<file path="config.mk">
export PLATFORM = sky130hd
export DESIGN_NAME = delayed_linear_ramp_flat
export DESIGN_NICKNAME = d
export VERILOG_FILES = /design/src/dlr_pkg.sv /design/src/dlr_ifs.sv /design/src/delayed_linear_ramp.sv /design/src/dlr_scale_div.sv /design/src/flat_wrapper.sv
export SDC_FILE = /design/constraint.sdc
export NUM_CORES = 1
export LEC_CHECK = 0
export BUFFER_PORTS_ARGS = -buffer_cell sky130_fd_sc_hd__buf_2
export CORE_ASPECT_RATIO = 0.8
export CORE_UTILIZATION = 25
export CTS_BUF_LIST = sky130_fd_sc_hd__clkbuf_8
export DETAILED_ROUTE_END_ITERATION = 16
export PLACE_DENSITY_LB_ADDON = 0.1
export SLEW_MARGIN = 30
export SYNTH_ARGS = -nofsm -noshare
export SYNTH_HDL_FRONTEND = slang
export SYNTH_SLANG_ARGS = --single-unit
</file>
<file path="constraint.sdc">
create_clock -name clk_i -period 11.6 [get_ports clk_i]
set_input_delay 0 -clock clk_i [delete_from_list [all_inputs] [get_ports clk_i]]
set_output_delay 0 -clock clk_i [all_outputs]
set_load 0.005 [all_outputs]
</file>
<file path="src/dlr_pkg.sv">
// Shared types and constants for the delayed linear ramp block.
// No dependencies; compiled first.
package dlr_pkg;

  localparam int unsigned LevelWidthDef = 24;
  localparam int unsigned TimeWidthDef  = 32;
  localparam int unsigned TickWidth     = 20;
  localparam int unsigned DelayWidth    = 32;
  localparam int unsigned CfgIdxWidth   = 2;
  localparam int unsigned CfgDataWidth  = 32;
  localparam int unsigned StatusWidth   = 2;

  typedef enum logic [1:0] {
    PH_PENDING  = 2'd0,
    PH_ACTIVE   = 2'd1,
    PH_FINISHED = 2'd2
  } phase_e;

  typedef enum logic [CfgIdxWidth-1:0] {
    REG_START_DELAY  = 2'd0,
    REG_RAMP_LENGTH  = 2'd1,
    REG_TARGET_LEVEL = 2'd2
  } cfg_reg_e;

  typedef enum logic [2:0] {
    S_IDLE,
    S_ACCUM,
    S_EVAL,
    S_CHECK,
    S_DIV,
    S_LEVEL,
    S_OUT
  } state_e;

  typedef enum logic [1:0] {
    DV_IDLE,
    DV_SHIFT,
    DV_ADD
  } div_state_e;

endpackage

</file>
<file path="src/dlr_ifs.sv">
// Handshake interfaces: tick requests in, results out, register writes.
// Depends on dlr_pkg.
interface dlr_tick_if
  import dlr_pkg::*;
#(
  parameter int unsigned LEVEL_WIDTH = LevelWidthDef
) ();
  logic                   valid;
  logic                   ready;
  logic [TickWidth-1:0]   tick_time;
  logic [LEVEL_WIDTH-1:0] current_level;
  logic                   source_valid;
  logic                   rearm;

  modport source (output valid, tick_time, current_level, source_valid, rearm, input ready);
  modport sink   (input valid, tick_time, current_level, source_valid, rearm, output ready);
endinterface

interface dlr_result_if
  import dlr_pkg::*;
#(
  parameter int unsigned LEVEL_WIDTH = LevelWidthDef
) ();
  logic                   valid;
  logic                   ready;
  logic                   write_enable;
  logic [LEVEL_WIDTH-1:0] level_out;
  logic [StatusWidth-1:0] ramp_status;

  modport source (output valid, write_enable, level_out, ramp_status, input ready);
  modport sink   (input valid, write_enable, level_out, ramp_status, output ready);
endinterface

interface dlr_cfg_if
  import dlr_pkg::*;
();
  logic                    valid;
  logic                    ready;
  logic [CfgIdxWidth-1:0]  index;
  logic [CfgDataWidth-1:0] data;

  modport source (output valid, index, data, input ready);
  modport sink   (input valid, index, data, output ready);
endinterface

</file>
<file path="src/delayed_linear_ramp.sv">
// Delayed linear ramp generator, top level.
// Depends on dlr_pkg, dlr_ifs and dlr_scale_div.
//
// Channel   | Dir | Handshake     | Payload
// ----------+-----+---------------+------------------------------------------
// tick_i    | in  | valid/ready   | tick_time, current_level, source_valid, rearm
// cfg_i     | in  | valid/ready   | index, data (register write, always ready)
// result_o  | out | valid/ready   | write_enable, level_out, ramp_status
//
// An interpolating tick request steps through ACCUM, EVAL, CHECK, the serial
// divide (two steps per quotient bit) and LEVEL to OUT; ticks that only wait,
// finish or jump to the target leave out the divide. tick_i is ready only in idle.
// A finished result sits in the output register; the next tick is accepted
// while it waits, and the sequencer holds its own result until that is taken.
// Reset clears the configuration registers, state, phase, elapsed time, start level and output valid.
module delayed_linear_ramp
  import dlr_pkg::*;
#(
  parameter int unsigned LEVEL_WIDTH = LevelWidthDef,
  parameter int unsigned TIME_WIDTH  = TimeWidthDef
) (
  input  logic         clk_i,
  input  logic         rst_ni,
  dlr_tick_if.sink     tick_i,
  dlr_cfg_if.sink      cfg_i,
  dlr_result_if.source result_o
);

  localparam int unsigned SumW = ((TIME_WIDTH > TickWidth) ? TIME_WIDTH : TickWidth) + 1;
  localparam int unsigned CmpW = (TIME_WIDTH > DelayWidth) ? TIME_WIDTH : DelayWidth;

  // configuration
  logic [DelayWidth-1:0]  delay_q, len_q;
  logic [LEVEL_WIDTH-1:0] target_q;

  // ramp state
  state_e                 state_q, state_d;
  phase_e                 phase_q, phase_d;
  logic [TIME_WIDTH-1:0]  elapsed_q, elapsed_d;
  logic [LEVEL_WIDTH-1:0] start_q, start_d;

  // latched tick request
  logic [TickWidth-1:0]   dt_q;
  logic [LEVEL_WIDTH-1:0] cur_q;
  logic                   src_ok_q, rearm_q;

  // working values
  logic [CmpW-1:0]        prog_q, prog_d;
  logic                   neg_q, neg_d;
  logic [LEVEL_WIDTH:0]   mag_q, mag_d;
  logic                   wr_q, wr_d;
  logic [LEVEL_WIDTH-1:0] lvl_q, lvl_d;

  // output register
  logic                   ovalid_q, ovalid_d;
  logic                   owe_q;
  logic [LEVEL_WIDTH-1:0] olvl_q;
  phase_e                 ost_q;

  logic                   tick_acc, load_out, div_start, div_done;
  logic [LEVEL_WIDTH:0]   quot;

  // ---- intermediate arithmetic
  logic [TIME_WIDTH-1:0]  el_base;
  phase_e                 ph_base;
  logic [SumW-1:0]        el_sum;
  logic [CmpW-1:0]        el_ext, delay_ext, len_ext;
  logic                   past_delay, go_active, jump;
  logic [LEVEL_WIDTH:0]   diff, st_ext, lvl_sum;

  assign tick_acc = tick_i.valid && tick_i.ready;
  assign load_out = (state_q == S_OUT) && (!ovalid_q || result_o.ready);

  always_comb begin
    el_base    = rearm_q ? '0 : elapsed_q;
    ph_base    = rearm_q ? PH_PENDING : phase_q;
    el_sum     = SumW'(el_base) + SumW'(dt_q);
    el_ext     = CmpW'(elapsed_q);
    delay_ext  = CmpW'(delay_q);
    len_ext    = CmpW'(len_q);
    past_delay = el_ext > delay_ext;
    go_active  = (phase_q == PH_ACTIVE) || ((phase_q == PH_PENDING) && past_delay);
    jump       = (len_q == '0) || (prog_q > len_ext);
    st_ext     = {start_q[LEVEL_WIDTH-1], start_q};
    diff       = {target_q[LEVEL_WIDTH-1], target_q} - st_ext;
    lvl_sum    = neg_q ? (st_ext - quot) : (st_ext + quot);
  end

  // ---- next state
  always_comb begin
    state_d = state_q;
    unique case (state_q)
      S_IDLE:  if (tick_acc) state_d = S_ACCUM;
      S_ACCUM: state_d = src_ok_q ? S_EVAL : S_OUT;
      S_EVAL:  state_d = go_active ? S_CHECK : S_OUT;
      S_CHECK: state_d = jump ? S_OUT : S_DIV;
      S_DIV:   if (div_done) state_d = S_LEVEL;
      S_LEVEL: state_d = S_OUT;
      S_OUT:   if (load_out) state_d = S_IDLE;
      default: state_d = S_IDLE;
    endcase
  end

  // ---- datapath updates
  always_comb begin
    phase_d   = phase_q;
    elapsed_d = elapsed_q;
    start_d   = start_q;
    prog_d    = prog_q;
    neg_d     = neg_q;
    mag_d     = mag_q;
    wr_d      = wr_q;
    lvl_d     = lvl_q;
    div_start = 1'b0;
    unique case (state_q)
      S_ACCUM: begin
        wr_d  = 1'b0;
        lvl_d = '0;
        if (!src_ok_q) begin
          // dead source: finish, elapsed not advanced
          elapsed_d = el_base;
          phase_d   = PH_FINISHED;
        end else begin
          // elapsed time saturates at all ones
          elapsed_d = (|el_sum[SumW-1:TIME_WIDTH]) ? '1 : el_sum[TIME_WIDTH-1:0];
          phase_d   = ph_base;
        end
      end
      S_EVAL: begin
        prog_d = past_delay ? (el_ext - delay_ext) : '0;
        if ((phase_q == PH_PENDING) && past_delay) begin
          start_d = cur_q;
          phase_d = PH_ACTIVE;
        end
      end
      S_CHECK: begin
        wr_d = 1'b1;
        if (jump) begin
          lvl_d   = target_q;
          phase_d = PH_FINISHED;
        end else begin
          neg_d     = diff[LEVEL_WIDTH];
          mag_d     = diff[LEVEL_WIDTH] ? (~diff + 1'b1) : diff;
          div_start = 1'b1;
        end
      end
      S_LEVEL: lvl_d = lvl_sum[LEVEL_WIDTH-1:0];
      default: ;
    endcase
  end

  // mag is registered in the CHECK cycle, divider latches it in the next cycle
  logic div_go_q;

  always_ff @(posedge clk_i or negedge rst_ni) begin
    if (!rst_ni) begin
      div_go_q <= 1'b0;
    end else begin
      div_go_q <= div_start;
    end
  end

  dlr_scale_div #(
    .LEVEL_WIDTH(LEVEL_WIDTH)
  ) u_div (
    .clk_i  (clk_i),
    .rst_ni (rst_ni),
    .start_i(div_go_q),
    .mag_i  (mag_q),
    .prog_i (prog_q[DelayWidth-1:0]),
    .len_i  (len_q),
    .done_o (div_done),
    .quot_o (quot)
  );

  // ---- output register
  always_comb begin
    ovalid_d = ovalid_q;
    if (load_out) begin
      ovalid_d = 1'b1;
    end else if (result_o.ready) begin
      ovalid_d = 1'b0;
    end
  end

  // ---- registers
  always_ff @(posedge clk_i or negedge rst_ni) begin
    if (!rst_ni) begin
      state_q   <= S_IDLE;
      phase_q   <= PH_PENDING;
      elapsed_q <= '0;
      start_q   <= '0;
      ovalid_q  <= 1'b0;
      delay_q   <= '0;
      len_q     <= '0;
      target_q  <= '0;
    end else begin
      state_q   <= state_d;
      phase_q   <= phase_d;
      elapsed_q <= elapsed_d;
      start_q   <= start_d;
      ovalid_q  <= ovalid_d;
      if (cfg_i.valid) begin
        unique case (cfg_i.index)
          REG_START_DELAY:  delay_q  <= cfg_i.data[DelayWidth-1:0];
          REG_RAMP_LENGTH:  len_q    <= cfg_i.data[DelayWidth-1:0];
          REG_TARGET_LEVEL: target_q <= cfg_i.data[LEVEL_WIDTH-1:0];
          default: ;
        endcase
      end
    end
  end

  always_ff @(posedge clk_i) begin
    if (tick_acc) begin
      dt_q     <= tick_i.tick_time;
      cur_q    <= tick_i.current_level;
      src_ok_q <= tick_i.source_valid;
      rearm_q  <= tick_i.rearm;
    end
    prog_q <= prog_d;
    neg_q  <= neg_d;
    mag_q  <= mag_d;
    wr_q   <= wr_d;
    lvl_q  <= lvl_d;
    if (load_out) begin
      owe_q  <= wr_q;
      olvl_q <= lvl_q;
      ost_q  <= phase_q;
    end
  end

  assign tick_i.ready          = (state_q == S_IDLE);
  assign cfg_i.ready           = 1'b1;
  assign result_o.valid        = ovalid_q;
  assign result_o.write_enable = owe_q;
  assign result_o.level_out    = olvl_q;
  assign result_o.ramp_status  = ost_q;

endmodule

</file>
<file path="src/dlr_scale_div.sv">
// Serial scaled divider: q = floor(mag * prog / len), prog <= len, len > 0.
// One shared subtractor, a shift step and an add step per quotient bit. Depends on dlr_pkg.
module dlr_scale_div
  import dlr_pkg::*;
#(
  parameter int unsigned LEVEL_WIDTH = LevelWidthDef
) (
  input  logic                 clk_i,
  input  logic                 rst_ni,
  input  logic                 start_i,
  input  logic [LEVEL_WIDTH:0] mag_i,
  input  logic [DelayWidth-1:0] prog_i,
  input  logic [DelayWidth-1:0] len_i,
  output logic                 done_o,
  output logic [LEVEL_WIDTH:0] quot_o
);

  localparam int unsigned CntW = $clog2(LEVEL_WIDTH + 1);

  div_state_e              st_q, st_d;
  logic [CntW-1:0]         cnt_q, cnt_d;
  logic                    done_q, done_d;
  logic [LEVEL_WIDTH:0]    mag_q, mag_d;
  logic [LEVEL_WIDTH:0]    quot_q, quot_d;
  logic [DelayWidth-1:0]   rem_q, rem_d;
  logic [DelayWidth-1:0]   prog_q, prog_d;
  logic [DelayWidth-1:0]   len_q, len_d;
  logic [DelayWidth-1:0]   gap_q, gap_d;   // len - prog

  // shared subtractor
  logic [DelayWidth:0]     op_a, op_b;
  logic [DelayWidth+1:0]   sub;
  logic                    borrow;

  always_comb begin
    if (st_q == DV_SHIFT) begin
      op_a = {rem_q, 1'b0};
      op_b = {1'b0, len_q};
    end else begin
      op_a = {1'b0, rem_q};
      op_b = {1'b0, gap_q};
    end
    sub    = {1'b0, op_a} - {1'b0, op_b};
    borrow = sub[DelayWidth+1];
  end

  // next state
  always_comb begin
    st_d = st_q;
    unique case (st_q)
      DV_IDLE:  if (start_i) st_d = DV_SHIFT;
      DV_SHIFT: st_d = DV_ADD;
      DV_ADD:   st_d = (cnt_q == '0) ? DV_IDLE : DV_SHIFT;
      default:  st_d = DV_IDLE;
    endcase
  end

  always_comb begin
    cnt_d  = cnt_q;
    done_d = 1'b0;
    mag_d  = mag_q;
    quot_d = quot_q;
    rem_d  = rem_q;
    prog_d = prog_q;
    len_d  = len_q;
    gap_d  = gap_q;
    unique case (st_q)
      DV_IDLE: begin
        if (start_i) begin
          mag_d  = mag_i;
          prog_d = prog_i;
          len_d  = len_i;
          gap_d  = len_i - prog_i;
          rem_d  = '0;
          quot_d = '0;
          cnt_d  = CntW'(LEVEL_WIDTH);
        end
      end
      DV_SHIFT: begin
        // double the remainder, take out len once
        quot_d = {quot_q[LEVEL_WIDTH-1:0], ~borrow};
        rem_d  = borrow ? op_a[DelayWidth-1:0] : sub[DelayWidth-1:0];
      end
      DV_ADD: begin
        // add prog for a set multiplicand bit; r + p >= len iff r >= len - p
        if (mag_q[LEVEL_WIDTH]) begin
          if (borrow) begin
            rem_d = rem_q + prog_q;
          end else begin
            rem_d  = sub[DelayWidth-1:0];
            quot_d = quot_q + 1'b1;
          end
        end
        mag_d = {mag_q[LEVEL_WIDTH-1:0], 1'b0};
        if (cnt_q == '0) begin
          done_d = 1'b1;
        end else begin
          cnt_d = cnt_q - 1'b1;
        end
      end
      default: ;
    endcase
  end

  always_ff @(posedge clk_i or negedge rst_ni) begin
    if (!rst_ni) begin
      st_q   <= DV_IDLE;
      done_q <= 1'b0;
    end else begin
      st_q   <= st_d;
      done_q <= done_d;
    end
  end

  always_ff @(posedge clk_i) begin
    cnt_q  <= cnt_d;
    mag_q  <= mag_d;
    quot_q <= quot_d;
    rem_q  <= rem_d;
    prog_q <= prog_d;
    len_q  <= len_d;
    gap_q  <= gap_d;
  end

  assign done_o = done_q;
  assign quot_o = quot_q;

endmodule

</file>
<file path="src/flat_wrapper.sv">
// flat-port wrapper written by rule: the top's interface ports become plain ports
module delayed_linear_ramp_flat import dlr_pkg::*;
#(
  parameter int unsigned LEVEL_WIDTH = LevelWidthDef,
  parameter int unsigned TIME_WIDTH  = TimeWidthDef
)
  (clk_i, rst_ni, tick_i_valid, tick_i_tick_time, tick_i_current_level, tick_i_source_valid, tick_i_rearm, tick_i_ready, cfg_i_valid, cfg_i_index, cfg_i_data, cfg_i_ready, result_o_valid, result_o_write_enable, result_o_level_out, result_o_ramp_status, result_o_ready);
  dlr_tick_if #(.LEVEL_WIDTH(LEVEL_WIDTH)) tick_i_i ();
  dlr_cfg_if cfg_i_i ();
  dlr_result_if #(.LEVEL_WIDTH(LEVEL_WIDTH)) result_o_i ();
  input  logic clk_i;
  input  logic rst_ni;
  input wire logic [$bits(tick_i_i.valid)-1:0] tick_i_valid;
  input wire logic [$bits(tick_i_i.tick_time)-1:0] tick_i_tick_time;
  input wire logic [$bits(tick_i_i.current_level)-1:0] tick_i_current_level;
  input wire logic [$bits(tick_i_i.source_valid)-1:0] tick_i_source_valid;
  input wire logic [$bits(tick_i_i.rearm)-1:0] tick_i_rearm;
  output wire logic [$bits(tick_i_i.ready)-1:0] tick_i_ready;
  input wire logic [$bits(cfg_i_i.valid)-1:0] cfg_i_valid;
  input wire logic [$bits(cfg_i_i.index)-1:0] cfg_i_index;
  input wire logic [$bits(cfg_i_i.data)-1:0] cfg_i_data;
  output wire logic [$bits(cfg_i_i.ready)-1:0] cfg_i_ready;
  output wire logic [$bits(result_o_i.valid)-1:0] result_o_valid;
  output wire logic [$bits(result_o_i.write_enable)-1:0] result_o_write_enable;
  output wire logic [$bits(result_o_i.level_out)-1:0] result_o_level_out;
  output wire logic [$bits(result_o_i.ramp_status)-1:0] result_o_ramp_status;
  input wire logic [$bits(result_o_i.ready)-1:0] result_o_ready;
  assign tick_i_i.valid = tick_i_valid;
  assign tick_i_i.tick_time = tick_i_tick_time;
  assign tick_i_i.current_level = tick_i_current_level;
  assign tick_i_i.source_valid = tick_i_source_valid;
  assign tick_i_i.rearm = tick_i_rearm;
  assign tick_i_ready = tick_i_i.ready;
  assign cfg_i_i.valid = cfg_i_valid;
  assign cfg_i_i.index = cfg_i_index;
  assign cfg_i_i.data = cfg_i_data;
  assign cfg_i_ready = cfg_i_i.ready;
  assign result_o_valid = result_o_i.valid;
  assign result_o_write_enable = result_o_i.write_enable;
  assign result_o_level_out = result_o_i.level_out;
  assign result_o_ramp_status = result_o_i.ramp_status;
  assign result_o_i.ready = result_o_ready;
  delayed_linear_ramp #(.LEVEL_WIDTH(LEVEL_WIDTH), .TIME_WIDTH(TIME_WIDTH)) u_core (.clk_i(clk_i), .rst_ni(rst_ni), .tick_i(tick_i_i), .cfg_i(cfg_i_i), .result_o(result_o_i));
endmodule
</file>
## After elaboration in Yosys (flattened, before gate mapping)

Index checks and enable logic that the tools add are counted.

| cells by class | value |
|---|---|
| add/sub/neg operators | 11 |
| multiplexer cells | 45 |
| order comparisons | 2 |
| reductions and logical operators | 32 |
| equality and inequality tests | 21 |
| bitwise logic cells | 3 |

Operators by type and width:

| cell | number |
|---|---|
| 32-bit 2-to-1 mux | 8 |
| 25-bit 2-to-1 mux | 4 |
| 32-bit one-hot mux with 3 select lines | 1 |
| 25-bit one-hot mux with 3 select lines | 1 |
| 24-bit 2-to-1 mux | 3 |
| 24-bit one-hot mux with 3 select lines | 1 |
| 32-bit > comparator | 2 |
| 32-bit subtractor | 2 |
| 25-bit by 1-bit adder with 25-bit output, second input constant | 2 |
| 25-bit one-hot mux with 2 select lines | 1 |
| 33-bit by 33-bit subtractor with 34-bit output | 1 |
| 32-bit by 20-bit adder with 33-bit output | 1 |
| 33-bit 2-to-1 mux | 1 |
| 32-bit adder | 1 |
| 32-bit logical NOT | 1 |
| 25-bit NOT | 1 |
| 24-bit by 24-bit subtractor with 25-bit output | 1 |
| 24-bit adder | 1 |
| 24-bit subtractor | 1 |
| 3-bit one-hot mux with 7 select lines | 1 |
| 2-bit AND reduction | 8 |
| 3-bit 2-to-1 mux | 5 |
| 2-bit 2-to-1 mux | 6 |
| 2-bit one-hot mux with 3 select lines | 2 |
| 24 further kinds | 58 |

| storage, ports and cells | value |
|---|---|
| register bits | 493 |
| bits of input ports | 85 |
| logic and storage cells | 145 |

## Depth between registers and ports, before layout

Gate-level depths: netlist of run 1.

| depth | value |
|---|---|
| depth in word-level cells | 6 |
| depth in mapped cells | 18 |

## Modules after synthesis

Synthesis of run 1 repeated with hierarchy kept, for this count alone.

| unflattened totals | value |
|---|---|
| cells, all modules | 3,085 |
| area, all modules | 31,672.9 um^2 |

Modules (own cells, without submodules):

| module | area an instance (um^2) | times used | cells each |
|---|---|---|---|
| delayed_linear_ramp | 18,423.9 | 1 | 1,807 |
| dlr_scale_div | 13,249.0 | 1 | 1,278 |

## Least setup slack after synthesis of run 1

Ideal clock, no wire load.

| path | value |
|---|---|
| path kind | register to register |
| start | register u_core.u_div.st_q[1] |
| end | register u_core.u_div.quot_q[0], in the netlist u_core.u_div.quot_o[0], enable pin |
| clock period less this slack | 6.149 ns |
| cell stages (with the launch flop) | 18 |
| path slack | 5.451 ns |
| data arrival time | 5.707 ns |
| required time | 11.158 ns |
| path through | dfrtp_1 inv_1 ha_1 clkbuf_1 clkbuf_1 clkbuf_1 mux2i_1 ha_1 nand3_1 or3_1 nor2_1 a211oi_1 o21ai_0 a31oi_1 o21a_1 clkbuf_1 clkbuf_1 a21boi_0 |

| on the way | value |
|---|---|
| word-level cells in the longest chain between the ends | 5 |
| elaborated cells on any way between the ends | 11 |
| those cells by class | add/sub (1); eq/ne (5); mux (2); reduce/logical (3) |

Ends and longest elaborated chain:

| what | RTL line | source |
|---|---|---|
| from (decl) | dlr_scale_div.sv:20 | `div_state_e st_q, st_d;` |
| from (signal assigned) | dlr_scale_div.sv:110 | `st_q <= st_d;` |
| 2-bit by 1-bit equality test with 1-bit output | dlr_scale_div.sv:36, dlr_scale_div.sv:67 |  |
| 33-bit 2-to-1 mux or 32-bit 2-to-1 mux (tied branches) | dlr_scale_div.sv:36 | `if (st_q == DV_SHIFT) begin` |
| 33-bit by 33-bit subtractor with 34-bit output | dlr_scale_div.sv:43 | `sub = {1'b0, op_a} - {1'b0, op_b};` |
| 2-bit != test (no line) | - |  |
| 4-bit AND reduction (no line) * | - |  |
| to (signal assigned) | dlr_scale_div.sv:118 | `quot_q <= quot_d;` |
| to (decl) | dlr_scale_div.sv:24 | `logic [LEVEL_WIDTH:0] quot_q, quot_d;` |

Every way passes the cells marked *; elsewhere a longest branch is shown, timed or not.
A chain may end at the register's enable or synchronous reset.

## Worst setup path after layout of run 1

| path | value |
|---|---|
| start | register u_core.u_div.st_q[1] |
| end | register u_core.u_div.rem_q[21], data pin |

| on the way | value |
|---|---|
| word-level cells in the longest chain between the ends | 6 |
| elaborated cells on any way between the ends | 10 |
| those cells by class | add/sub (1); eq/ne (2); mux (6); reduce/logical (1) |

Ends and longest elaborated chain:

| what | RTL line | source |
|---|---|---|
| 2-bit by 1-bit equality test with 1-bit output | dlr_scale_div.sv:36, dlr_scale_div.sv:67 |  |
| 33-bit 2-to-1 mux or 32-bit 2-to-1 mux (tied branches) | dlr_scale_div.sv:36 |  |
| 33-bit by 33-bit subtractor with 34-bit output | dlr_scale_div.sv:43 |  |
| 32-bit 2-to-1 mux | dlr_scale_div.sv:87 | `if (borrow) begin` |
| 32-bit 2-to-1 mux | dlr_scale_div.sv:86 | `if (mag_q[LEVEL_WIDTH]) begin` |
| 32-bit one-hot mux with 3 select lines * | dlr_scale_div.sv:67 | `unique case (st_q)` |
| net u_core.u_div.rem_d[21] | dlr_scale_div.sv:25 | `logic [DelayWidth-1:0] rem_q, rem_d;` |
| to (signal assigned) | dlr_scale_div.sv:119 | `rem_q <= rem_d;` |
| to (decl) | dlr_scale_div.sv:25 |  |

Mark *: on every way through the listed nets, which the timed path passes. The rest lies on a longest branch. The select of a mux whose other input is x is not followed.

==> impl_metrics.yaml, run 1 <==
critical_path:
  worst_ep_required_time_ns: 12.10
  launch_point_of_the_worst_reg_to_reg_path: "u_core.u_div.st_q[1]$_DFFE_PN0N_"
  crit_buf_inv: 2
  max_stage_delay_on_crit_path_ns: 0.87
  cp-end-kind: "register"
  crit_path_cell_trace: "inv_1 > ha_2 > buf_4 > mux2_2 > ha_1 > a21oi_1 > o21a_1 > a21oi_1 > a211oi_1 > o21ai_0 > a31oi_1 > o21a_1 > o21ai_0 > a311oi_1"
  ff2ff_path_depth: 14
  cp-start-kind: "register"
  regToRegEndpoint: "u_core.u_div.rem_q[21]$_DFFE_PP_"
  cp_top_family: "compound AO/OA/AOI/OAI gates"
  reg2reg_setup_slack_ns: 5.77
  timing.critical_path.arrival_ns: 6.33
  path_class: "register to register"
  critical_path.max_fanout: 24
  crit_slowest_cell: "sky130_fd_sc_hd__o21a_1"
yosys:
  yosys.area_share.adder: 0.0878
  post_synth_instance_area_mm2: 0.0305
  synth.lib_cells_used.distinct: 84
  synth.avg_cell_area_um2: 10.3
  synth_edf_count: 338
  synth_cells: 2963
  yosysTopAreaCellShare: 0.332
  synth_seq_cells: 492
  synth_sequential_area_ratio: 0.459
  synth_largest_area_cell: "sky130_fd_sc_hd__edfxtp_1"
  yosysMostFrequentCell: "sky130_fd_sc_hd__edfxtp_1"
  post_synth_xor_area_fraction: 0.0588
  top_area_cells_in_the_synthesized_netlist: "sky130_fd_sc_hd__edfxtp_1 33%, sky130_fd_sc_hd__dfrtp_1 13%, sky130_fd_sc_hd__ha_1 8.3%"
  synthSimpleGateAreaFrac: 0.126
  synth_top_flop_cell: "sky130_fd_sc_hd__edfxtp_1"
  synth_top_family_by_area: "compound AO/OA/AOI/OAI gates"
  synthArstFlopShare: 0.313
  compound_gate_fraction_of_synth_area: 0.168
  yosys-top-cells-count: "338 x sky130_fd_sc_hd__edfxtp_1, 241 x sky130_fd_sc_hd__o21ai_0, 231 x sky130_fd_sc_hd__nand2_1, 203 x sky130_fd_sc_hd__ha_1, 196 x sky130_fd_sc_hd__nor2_1"
  synth_warnings: 0
  postSynthNetCount: 3258
  muxShareOfSynthArea: 0.0654
clock_tree:
  hold_buffers: 154
  cts_tree: "done"
  path_clk_slew_ns: 0.05
  insertion_delay_ns: 0.71
  tritoncts.num_buffers: 94
  clock_tree.buffer_depth: 3
  post_cts.repair.setup_buffers: 0
  cts-htree-levels: 3
  cts.sink_count: 492
  clockRootBuffer: "sky130_fd_sc_hd__clkbuf_8"
  post_cts.resized_instances: 0
floorplanning:
  core.rowCount: 114
  chipHeight_um: 315
  start_util: 0.252
  fp.dieArea_mm2: 0.124
  die_width_um: 393
  ioPinCount: 115
  core_mm2: 0.121
hold_path:
  holdPathEnd: "u_core.len_ext[25]$_DFFE_PN0P_"
  timing.hold.worst.start: "cfg_i_data[25]"
  path_class_of_the_lowest_slack_min_delay_path: "input port to register"
  whs_path_depth: 3
status:
  status: "completed"
route:
  drt_wl_total_um: 94000
  drt_iter0_markers: 1553
  detail_route.first_pass.iterations: 5
  antenna_left: 0
  vias: 23500
  detail_route.wl_per_cell_um: 19.0
  detail_route.drc_violations: 0
  via_per_inst: 4.75
cells_and_area:
  multi_input_area_mm2: 0.0155
  layout-drive-gt1-share: 0.134
  syn_to_final_growth_pct: 19.2
  area.sequential_mm2: 0.0140
  layout.nets: 3535
  final.fill_count: 12600
global_route:
  grt_most_used_layer: "met1"
  via_count_of_the_first_global_routing_pass: 23300
  groute.usage.overall: 0.151
  grtUsageMet3: 0.0247
  pin_count_of_the_biggest_net_entering_global_routing: 72
  globalRouteMet2Util: 0.200
  initial_antenna_violation_count: 12
  global_route.overflow_total: 0
  first_pass_grt_wire_length_um: 143000
  groute.layer.met1.usage: 0.241
sta:
  min_period_over_period: 0.503
  finalMaxSlewViolations: 0
  maxSlewHeadroom: 0.308
  fmaxAchievable_mhz: 171
  min_period_ns: 5.83
  totalNegativeSetupSlack_ns: 0
  finalSetupViolations: 0
  hold_viol_final: 0
  clock_skew_ns: 0.0266
  grt_setup_unrepaired: "no"
  max_slew.worst_pin.slew_ns: 1.01
power:
  ir_worst_vdd_uv: 96.3
  p_per_cell_area_mw_per_mm2: 215
  total_power_mw: 7.84
  power_leakage_nw: 14.4
placement:
  numPortBuffers: 113
  gp_routability_congestion: 0.857
  detailed_place_hpwl_um: 71100
run:
  cap_violations: 0
[layout by cell type (no fill, tap or decap), drive strengths merged, types with 17 or more instances in the layout]
cell | Yosys | layout
a22oi | 19 | 19
clkinv | 0 | 28
dlygate4sd3 | 0 | 153
nand3 | 54 | 54
edfxtp | 338 | 338
a221oi | 24 | 24
ha | 203 | 203
o31ai | 17 | 17
nor2b | 53 | 53
dfrtp | 154 | 154
nand4 | 26 | 26
and3 | 19 | 19
o21a | 38 | 38
a31oi | 29 | 29
xnor2 | 134 | 134
nor3 | 47 | 47
a21oi | 171 | 171
a21o | 102 | 102
nor2 | 196 | 196
buf | 12 | 143
or3 | 19 | 19
nor4 | 20 | 20
clkbuf | 103 | 102
o21ai | 245 | 245
nand2 | 231 | 231
and2 | 21 | 21
a211oi | 25 | 25
mux2 | 141 | 141
inv | 174 | 212
nand2b | 42 | 42
mux2i | 41 | 41
o211ai | 21 | 21
xor2 | 70 | 70
[stage by stage]
step / instance area [um2] / instances / setup WS (ns) / utilization / hold WS, ns
after floorplan: 30500 / 2963 / 5.45 / - / -0.296
after global placement: 33000 / 4613 / 5.92 / 0.273 / -0.0959
after detailed placement: 33000 / 4614 / 5.83 / 0.273 / -0.0942
after CTS: 36400 / 4942 / 5.83 / 0.301 / 0.0363
after global routing: 36400 / 4943 / 5.52 / 0.301 / 0.0780
final: 36400 / 4947 / 5.77 / 0.301 / 0.143
[final cells by class]
type	instances	area share
Sequential cell	492	0.385
Tap cell	1624	0.0558
Timing Repair Buffer	296	0.0646
Antenna cell	5	0.000344
Multi-Input combinational cell	2182	0.427
Clock inverter	72	0.0113
Inverter	174	0.0180
Clock buffer	102	0.0386
[logic make-up (layout without fill, tap and decap cells)]
logic type,Yosys count,after routing
other cells,1,6
xor+xnor,204,204
simple gates,785,785
fa+ha+maj,210,210
flops,492,492
mux,182,182
buf+inv,289,644
compound gates,800,800
[state kept, by name, summed over array words and instances, names as in the netlist, 25 cells and up]
| register | count |
|---|---|
| u_core.u_div.gap_q | 32 |
| u_core.delay_ext | 32 |
| u_core.len_ext | 32 |
| u_core.mag_q | 25 |
| u_core.u_div.mag_q | 25 |
| u_core.u_div.rem_q | 32 |
| u_core.el_ext | 32 |
| u_core.u_div.len_q | 32 |
| u_core.u_div.prog_q | 32 |
| u_core.prog_q | 32 |
[tightest hold or removal path, stage by stage]
cell and delay (ns):
sky130_fd_sc_hd__dlygate4sd3_1 0.54, sky130_fd_sc_hd__buf_2 0.13, sky130_fd_sc_hd__mux2_2 0.14
[layer usage]
layer / vias up / part of all wire
li1: 11500 / -
met1: 11300 / 0.55
met4: 0 / 0.029
met3: 134 / 0.047
met2: 547 / 0.38
met5: - / 0
[power breakdown]
group          total, mW  leakage [nW]  internal (mW)  switching, mW
logic               3.47          8.24           1.41           2.06
clock network       1.69          1.06          0.898          0.788
registers           2.68          5.06           2.31          0.370
total               7.84          14.4           4.62           3.22
[worst max-delay path by stage]
stage	startpoint	endpoint	slack, ns	cells past startpoint
floorplan	u_core.u_div.st_q[1]$_DFFE_PN0N_	u_core.u_div.quot_o[0]$_DFFE_PP_	5.45	17
global placement	u_core.u_div.st_q[1]$_DFFE_PN0N_	u_core.u_div.rem_q[0]$_DFFE_PP_	5.92	14
global route	u_core.u_div.st_q[1]$_DFFE_PN0N_	u_core.u_div.rem_q[29]$_DFFE_PP_	5.52	14
finish	u_core.u_div.st_q[1]$_DFFE_PN0N_	u_core.u_div.rem_q[21]$_DFFE_PP_	5.77	14
detailed placement	u_core.u_div.st_q[1]$_DFFE_PN0N_	u_core.u_div.rem_q[29]$_DFFE_PP_	5.83	14
CTS	u_core.u_div.st_q[1]$_DFFE_PN0N_	u_core.u_div.rem_q[21]$_DFFE_PP_	5.83	13
Note: power is estimated with default switching activity, not from simulation.
==> run 2: changes to the inputs <==
clock period = 5.3 ns   (was 11.6 ns; I/O delays follow)
==> run 2 against run 1 <==
Net effect:
- routed wire length up 0.40%
- final cell count rose by 0.38%
- first-iteration DRC count decreased by 4.3%
- critical path type unchanged
- critical endpoint is now u_core.u_div.rem_q[27]$_DFFE_PP_
==> impl_metrics.yaml, run 2 (synthesis results as in run 1) <==
floorplanning:
  die_width_um: 393
  start_util: 0.252
  core.rowCount: 114
  fp.dieArea_mm2: 0.124
  core_mm2: 0.121
  ioPinCount: 115
  chipHeight_um: 315
global_route:
  pin_count_of_the_biggest_net_entering_global_routing: 140
  via_count_of_the_first_global_routing_pass: 23200
  first_pass_grt_wire_length_um: 144000
  groute.usage.overall: 0.152
  global_route.overflow_total: 0
  initial_antenna_violation_count: 6
sta:
  hold_viol_final: 0
  maxSlewHeadroom: 0.367
  min_period_over_period: 0.895
  finalMaxSlewViolations: 0
  min_period_ns: 4.74
  finalWorstSetupSlack_ns: 0.558
  clock_skew_ns: 0.0359
  grt_setup_unrepaired: "no"
  totalNegativeSetupSlack_ns: 0
  max_slew.worst_pin.slew_ns: 0.926
  finalSetupViolations: 0
  fmaxAchievable_mhz: 211
hold_path:
  timing.hold.worst.start: "tick_i_valid"
  whs_path_depth: 3
  path_class_of_the_lowest_slack_min_delay_path: "input port to register"
  holdPathEnd: "u_core.cur_q[0]$_DFFE_PP_"
route:
  detail_route.drc_violations: 0
  antenna_left: 0
  detail_route.first_pass.iterations: 5
  vias: 23400
  via_per_inst: 4.72
  drt_iter0_markers: 1486
  drt_wl_total_um: 94400
  detail_route.wl_per_cell_um: 19.0
clock_tree:
  path_clk_slew_ns: 0.06
  tritoncts.num_buffers: 97
  post_cts.repair.setup_buffers: 0
  insertion_delay_ns: 0.71
  cts.sink_count: 492
  cts-htree-levels: 3
  clock_tree.buffer_depth: 3
  clockRootBuffer: "sky130_fd_sc_hd__clkbuf_8"
  post_cts.resized_instances: 0
  hold_buffers: 151
  cts_tree: "done"
power:
  total_power_mw: 17.3
  ir_worst_vdd_uv: 230
  p_per_cell_area_mw_per_mm2: 471
  power_leakage_nw: 14.6
critical_path:
  cp-end-kind: "register"
  regToRegEndpoint: "u_core.u_div.rem_q[27]$_DFFE_PP_"
  reg2reg_setup_slack_ns: 0.56
  critical_path.max_fanout: 28
  worst_ep_required_time_ns: 5.75
  launch_point_of_the_worst_reg_to_reg_path: "u_core.u_div.st_q[1]$_DFFE_PN0N_"
  path_class: "register to register"
  cp-start-kind: "register"
  timing.critical_path.arrival_ns: 5.19
  ff2ff_path_depth: 15
placement:
  detailed_place_hpwl_um: 72100
  preCtsSetupSlack_ns: 0.539
  numPortBuffers: 113
  gp_routability_congestion: 0.853
  cell_area_after_placement_mm2: 0.0333
run:
  cap_violations: 0
status:
  status: "completed"
cells_and_area:
  layout.cell_area.non_filler_mm2: 0.0368
  mostFrequentLayoutCell: "sky130_fd_sc_hd__edfxtp_1"
  layout.cells.most_common_list: "338 x sky130_fd_sc_hd__edfxtp_1, 239 x sky130_fd_sc_hd__o21ai_0, 231 x sky130_fd_sc_hd__nand2_1, 214 x sky130_fd_sc_hd__inv_1, 195 x sky130_fd_sc_hd__nor2_1"
  layout-drive-gt1-share: 0.146
  final.fill_count: 12600
  layout.nets: 3554
  syn_to_final_growth_pct: 20.5
## run 2: cell count changes in the layout (fill, tap and decap cells not counted), sizes merged
cell	previous run	this run
diode	5	3
clkinvlp	2	0
clkinv	28	23
buf	143	162
clkbuf	102	107
bufinv	4	5
dlygate4sd3	153	150
inv	212	218
## run 2: worst max path at each step
stage	start	end	slack [ns]	depth (start not counted)
after global placement	u_core.u_div.st_q[1]$_DFFE_PN0N_	u_core.u_div.rem_q[27]$_DFFE_PP_	0.65	15
after global routing	u_core.u_div.st_q[1]$_DFFE_PN0N_	u_core.u_div.rem_q[27]$_DFFE_PP_	0.16	15
after CTS	u_core.u_div.st_q[1]$_DFFE_PN0N_	u_core.u_div.rem_q[27]$_DFFE_PP_	0.52	15
after floorplan	u_core.u_div.st_q[1]$_DFFE_PN0N_	u_core.u_div.quot_o[0]$_DFFE_PP_	0.0007	17
after detailed placement	u_core.u_div.st_q[1]$_DFFE_PN0N_	u_core.u_div.rem_q[27]$_DFFE_PP_	0.54	15
final	u_core.u_div.st_q[1]$_DFFE_PN0N_	u_core.u_div.rem_q[27]$_DFFE_PP_	0.56	15
## run 2: where the power goes
part / internal (mW) / leakage (nW) / switching (mW)
sequential: 5.06 / 5.06 / 0.766
clock: 2.09 / 1.14 / 1.74
combinational: 3.21 / 8.37 / 4.45
## run 2: layout make-up
class / instances / area, um2 / share of cell area
Inverter: 174 / 654 / 0.0178
Timing Repair Buffer: 312 / 2530 / 0.0687
Antenna cell: 3 / 7.51 / 0.000204
Clock buffer: 107 / 1470 / 0.0400
Multi-Input combinational cell: 2182 / 15700 / 0.426
Clock inverter: 72 / 430 / 0.0117
Sequential cell: 492 / 14000 / 0.380
Tap cell: 1624 / 2030 / 0.0552
## run 2: routing by layer
layer	up-vias	part of all wire	wire [um]	global-route usage
li1	11500	-	-	-
met1	11300	0.54	51400	0.243
met2	479	0.39	37100	0.208
met3	128	0.040	3810	0.0219
met4	0	0.022	2110	0.0394
met5	-	0	0	0
## run 2: critical path, stage by stage, from the launching register on
cell	delay (ns)
sky130_fd_sc_hd__dfrtp_1	0.43
sky130_fd_sc_hd__inv_2	0.12
sky130_fd_sc_hd__ha_4	0.49
sky130_fd_sc_hd__buf_12	0.24
sky130_fd_sc_hd__mux2i_1	0.39
sky130_fd_sc_hd__ha_1	0.38
sky130_fd_sc_hd__a21o_1	0.20
sky130_fd_sc_hd__a21oi_1	0.23
sky130_fd_sc_hd__a32oi_1	0.14
sky130_fd_sc_hd__a211oi_2	0.36
sky130_fd_sc_hd__o21ai_1	0.19
sky130_fd_sc_hd__a31oi_2	0.33
sky130_fd_sc_hd__o21ai_0	0.29
sky130_fd_sc_hd__a31oi_1	0.31
sky130_fd_sc_hd__mux2i_1	0.11
sky130_fd_sc_hd__mux2_2	0.26
## run 2: through the flow
step / utilization / instances / hold WS, ns
after floorplan: - / 2963 / -0.296
after global placement: 0.276 / 4631 / -0.104
after detailed placement: 0.276 / 4632 / -0.104
after CTS: 0.304 / 4962 / 0.0371
after global routing: 0.304 / 4965 / 0.0802
final: 0.304 / 4966 / 0.118
==> run 3: changes to the inputs <==
ABC_AREA = 1   (was default)
HOLD_SLACK_MARGIN = 0.1   (was default)
TNS_END_PERCENT = 20   (was default)
==> run 3 against run 2 <==
Net effect:
- clock skew increased by 0.0061 ns
- maximum frequency rose by 5.3%
- clock power fell by 4%
- final cell count grew 29%
- worst hold slack improved by 0.088 ns
- core utilization decreased by 0.50 points
- synthesized cell count rose by 44%
- critical path depth stayed put
==> impl_metrics.yaml, run 3 <==
sta:
  finalHoldWorstSlack_ns: 0.206
  totalNegativeSetupSlack_ns: 0
  min_period_over_period: 0.850
  finalSetupViolations: 0
  min_period_ns: 4.50
  finalMaxSlewViolations: 0
  grt_setup_unrepaired: "no"
  fmaxAchievable_mhz: 222
  clock_skew_ns: 0.0420
  hold_viol_final: 0
  max_slew.worst_pin.slew_ns: 1.01
  maxSlewHeadroom: 0.326
yosys:
  compound_gate_fraction_of_synth_area: 0.132
  post_synth_instance_area_mm2: 0.0330
  synth.lib_cells_used.distinct: 58
  synth_sequential_area_ratio: 0.424
  synth_seq_cells: 492
  yosysMostFrequentCell: "sky130_fd_sc_hd__nand2_1"
  muxShareOfSynthArea: 0.00939
  synth_warnings: 0
  synth_edf_count: 338
  top_area_cells_in_the_synthesized_netlist: "sky130_fd_sc_hd__edfxtp_1 31%, sky130_fd_sc_hd__nand2_1 13%, sky130_fd_sc_hd__dfrtp_1 12%"
  synth_top_flop_cell: "sky130_fd_sc_hd__edfxtp_1"
  synth_cells: 4273
  synthSimpleGateAreaFrac: 0.243
  synth_top_family_by_area: "simple AND/OR/NAND/NOR gates"
  synth.avg_cell_area_um2: 7.73
  yosys-top-cells-count: "1183 x sky130_fd_sc_hd__nand2_1, 544 x sky130_fd_sc_hd__inv_1, 404 x sky130_fd_sc_hd__nor2_1, 338 x sky130_fd_sc_hd__edfxtp_1, 333 x sky130_fd_sc_hd__o21ai_0"
  post_synth_xor_area_fraction: 0.0366
  synthArstFlopShare: 0.313
  yosysTopAreaCellShare: 0.307
  yosys.area_share.adder: 0.0811
  postSynthNetCount: 4568
  synth_largest_area_cell: "sky130_fd_sc_hd__edfxtp_1"
clock_tree:
  path_clk_slew_ns: 0.08
  cts_tree: "done"
  clockRootBuffer: "sky130_fd_sc_hd__clkbuf_8"
  post_cts.resized_instances: 0
  insertion_delay_ns: 0.79
  clock_tree.buffer_depth: 3
  tritoncts.num_buffers: 92
  cts.sink_count: 492
  cts-htree-levels: 3
cells_and_area:
  layout-drive-gt1-share: 0.0743
  syn_to_final_growth_pct: 17.9
  multi_input_area_mm2: 0.0166
  layout.cells.non_filler: 6388
  area.sequential_mm2: 0.0140
  mostFrequentLayoutCell: "sky130_fd_sc_hd__nand2_1"
  layout.nets: 4859
  layout.cells.most_common_list: "1182 x sky130_fd_sc_hd__nand2_1, 574 x sky130_fd_sc_hd__inv_1, 397 x sky130_fd_sc_hd__nor2_1, 338 x sky130_fd_sc_hd__edfxtp_1, 332 x sky130_fd_sc_hd__o21ai_0"
  post-route-util: 0.299
  final.fill_count: 14200
critical_path:
  cp_top_family: "simple AND/OR/NAND/NOR gates"
  critical_path.max_fanout: 49
  crit_buf_inv: 4
  max_stage_delay_on_crit_path_ns: 0.61
  path_class: "register to register"
  crit_path_cell_trace: "inv_1 > ha_2 > buf_4 > mux2i_1 > ha_1 > nand2_1 > nor2_1 > inv_1 > nor2_1 > inv_1 > nor2_2 > nand3_1 > nand3_2 > nand2_1 > a21oi_2"
  worst_ep_required_time_ns: 5.80
  reg2reg_setup_slack_ns: 0.80
  regToRegEndpoint: "u_core.u_div.quot_o[0]$_DFFE_PP_"
  cp-end-kind: "register"
  launch_point_of_the_worst_reg_to_reg_path: "u_core.u_div.st_q[1]$_DFFE_PN0N_"
  most_used_cell_along_the_critical_path: "sky130_fd_sc_hd__inv_1"
  cp-start-kind: "register"
  ff2ff_path_depth: 15
  timing.critical_path.arrival_ns: 5.00
  crit_slowest_cell: "sky130_fd_sc_hd__a21oi_2"
status:
  status: "completed"
route:
  detail_route.wl_per_cell_um: 19.1
  antenna_left: 0
  drt_wl_total_um: 122000
  detail_route.drc_violations: 0
  vias: 29500
  detail_route.first_pass.iterations: 5
  drt_iter0_markers: 2263
  via_per_inst: 4.62
placement:
  numPortBuffers: 113
  gp_routability_congestion: 0.870
  dpl.cell_count: 6063
  detailed_place_hpwl_um: 96200
floorplanning:
  ioPinCount: 115
  start_util: 0.254
  fp.dieArea_mm2: 0.134
  chipHeight_um: 327
  die_width_um: 408
  core_mm2: 0.130
  core.rowCount: 118
global_route:
  globalRouteMet2Util: 0.236
  grt_most_used_layer: "met1"
  groute.usage.overall: 0.180
  groute.layer.met1.usage: 0.298
  first_pass_grt_wire_length_um: 182000
  global_route.overflow_total: 0
  grtUsageMet3: 0.0283
  pin_count_of_the_biggest_net_entering_global_routing: 130
  via_count_of_the_first_global_routing_pass: 28400
  initial_antenna_violation_count: 8
power:
  power_report.internal_total_mw: 12.4
  power.switching_mw: 13.4
  power.combinational.fraction: 0.595
  switching_share: 0.519
  ir_worst_vdd_uv: 267
  p_seq_frac: 0.262
  power_leakage_nw: 17.5
  p_per_cell_area_mw_per_mm2: 663
  clock_power_share: 0.143
run:
  cap_violations: 0
hold_path:
  holdPathEnd: "u_core.target_q[11]$_DFFE_PN0P_"
  whs_path_depth: 4
  path_class_of_the_lowest_slack_min_delay_path: "input port to register"
  timing.hold.worst.start: "cfg_i_data[11]"
## run 3: cell count changes after synthesis, sizes merged, moves of 85 or more
cell	previous run	this run
xnor2	134	41
nor2	196	408
inv	174	551
o21ai	245	337
mux2	141	0
nand2	231	1188
a21o	102	17
nand3	54	198
a21oi	171	343
## run 3: worst max-delay path by stage
stage / cells after the start / start / endpoint
2_1_floorplan: 19 / u_core.u_div.st_q[1]$_DFFE_PN0N_ / u_core.u_div.quot_o[0]$_DFFE_PP_
3_3_place_gp: 13 / u_core.u_div.st_q[1]$_DFFE_PN0N_ / u_core.u_div.quot_o[0]$_DFFE_PP_
3_5_place_dp: 15 / u_core.u_div.st_q[1]$_DFFE_PN0N_ / u_core.u_div.quot_o[0]$_DFFE_PP_
4_1_cts: 15 / u_core.u_div.st_q[1]$_DFFE_PN0N_ / u_core.u_div.quot_o[0]$_DFFE_PP_
5_1_grt: 15 / u_core.u_div.st_q[1]$_DFFE_PN0N_ / u_core.u_div.quot_o[0]$_DFFE_PP_
6_report: 15 / u_core.u_div.st_q[1]$_DFFE_PN0N_ / u_core.u_div.quot_o[0]$_DFFE_PP_
## run 3: timing repair
action,CTS,global route
setup buffers,0,0
hold endpoints to repair,365,0
setup endpoints to repair,0,0
hold buffers,147,0
## run 3: cell type report
class / count / share of cell area
Antenna cell: 4 / 0.000257
Clock buffer: 104 / 0.0367
Clock inverter: 70 / 0.00896
Inverter: 552 / 0.0533
Multi-Input combinational cell: 3135 / 0.427
Sequential cell: 492 / 0.359
Tap cell: 1740 / 0.0559
Timing Repair Buffer: 291 / 0.0590
## run 3: kinds of logic after synthesis
| group | count (synthesis) |
|---|---|
| simple gates | 1956 |
| compound gates | 799 |
| buf+inv | 646 |
| flops | 492 |
| fa+ha+maj | 210 |
| xor+xnor | 138 |
| mux | 31 |
| other cells | 1 |
## run 3: tightest hold or removal path, delay by kind of cell
family | cells | cell delay (ns)
AO/OA/AOI/OAI | 1 | 0.19
buffers and inverters | 3 | 0.75
## run 3: stage by stage
step / power (mW) / setup WS (ns) / cell area [um2]
floorplan: 17.0 / 1.13 / 33000
global placement: 22.1 / 0.517 / 35700
detailed placement: 21.9 / 0.819 / 35700
CTS: 25.9 / 0.795 / 39000
global route: 28.2 / 0.479 / 39000
finish: 25.9 / 0.797 / 39000
## run 3: power by group through the flow
stage / clock network, mW / logic (mW) / registers [mW]
after floorplan: 0 / 10.8 / 6.24
after CTS: 3.85 / 15.3 / 6.76
after global routing: 4.00 / 17.3 / 6.87
after detailed placement: 0 / 15.1 / 6.82
after global placement: 0 / 15.2 / 6.84
final: 3.68 / 15.4 / 6.77
## run 3: per-layer routing
metal | routed length (um) | part of all wire
met1 | 68800 | 0.56
met2 | 45300 | 0.37
met3 | 5980 | 0.049
met4 | 2060 | 0.017
met5 | 13 | 0.00011
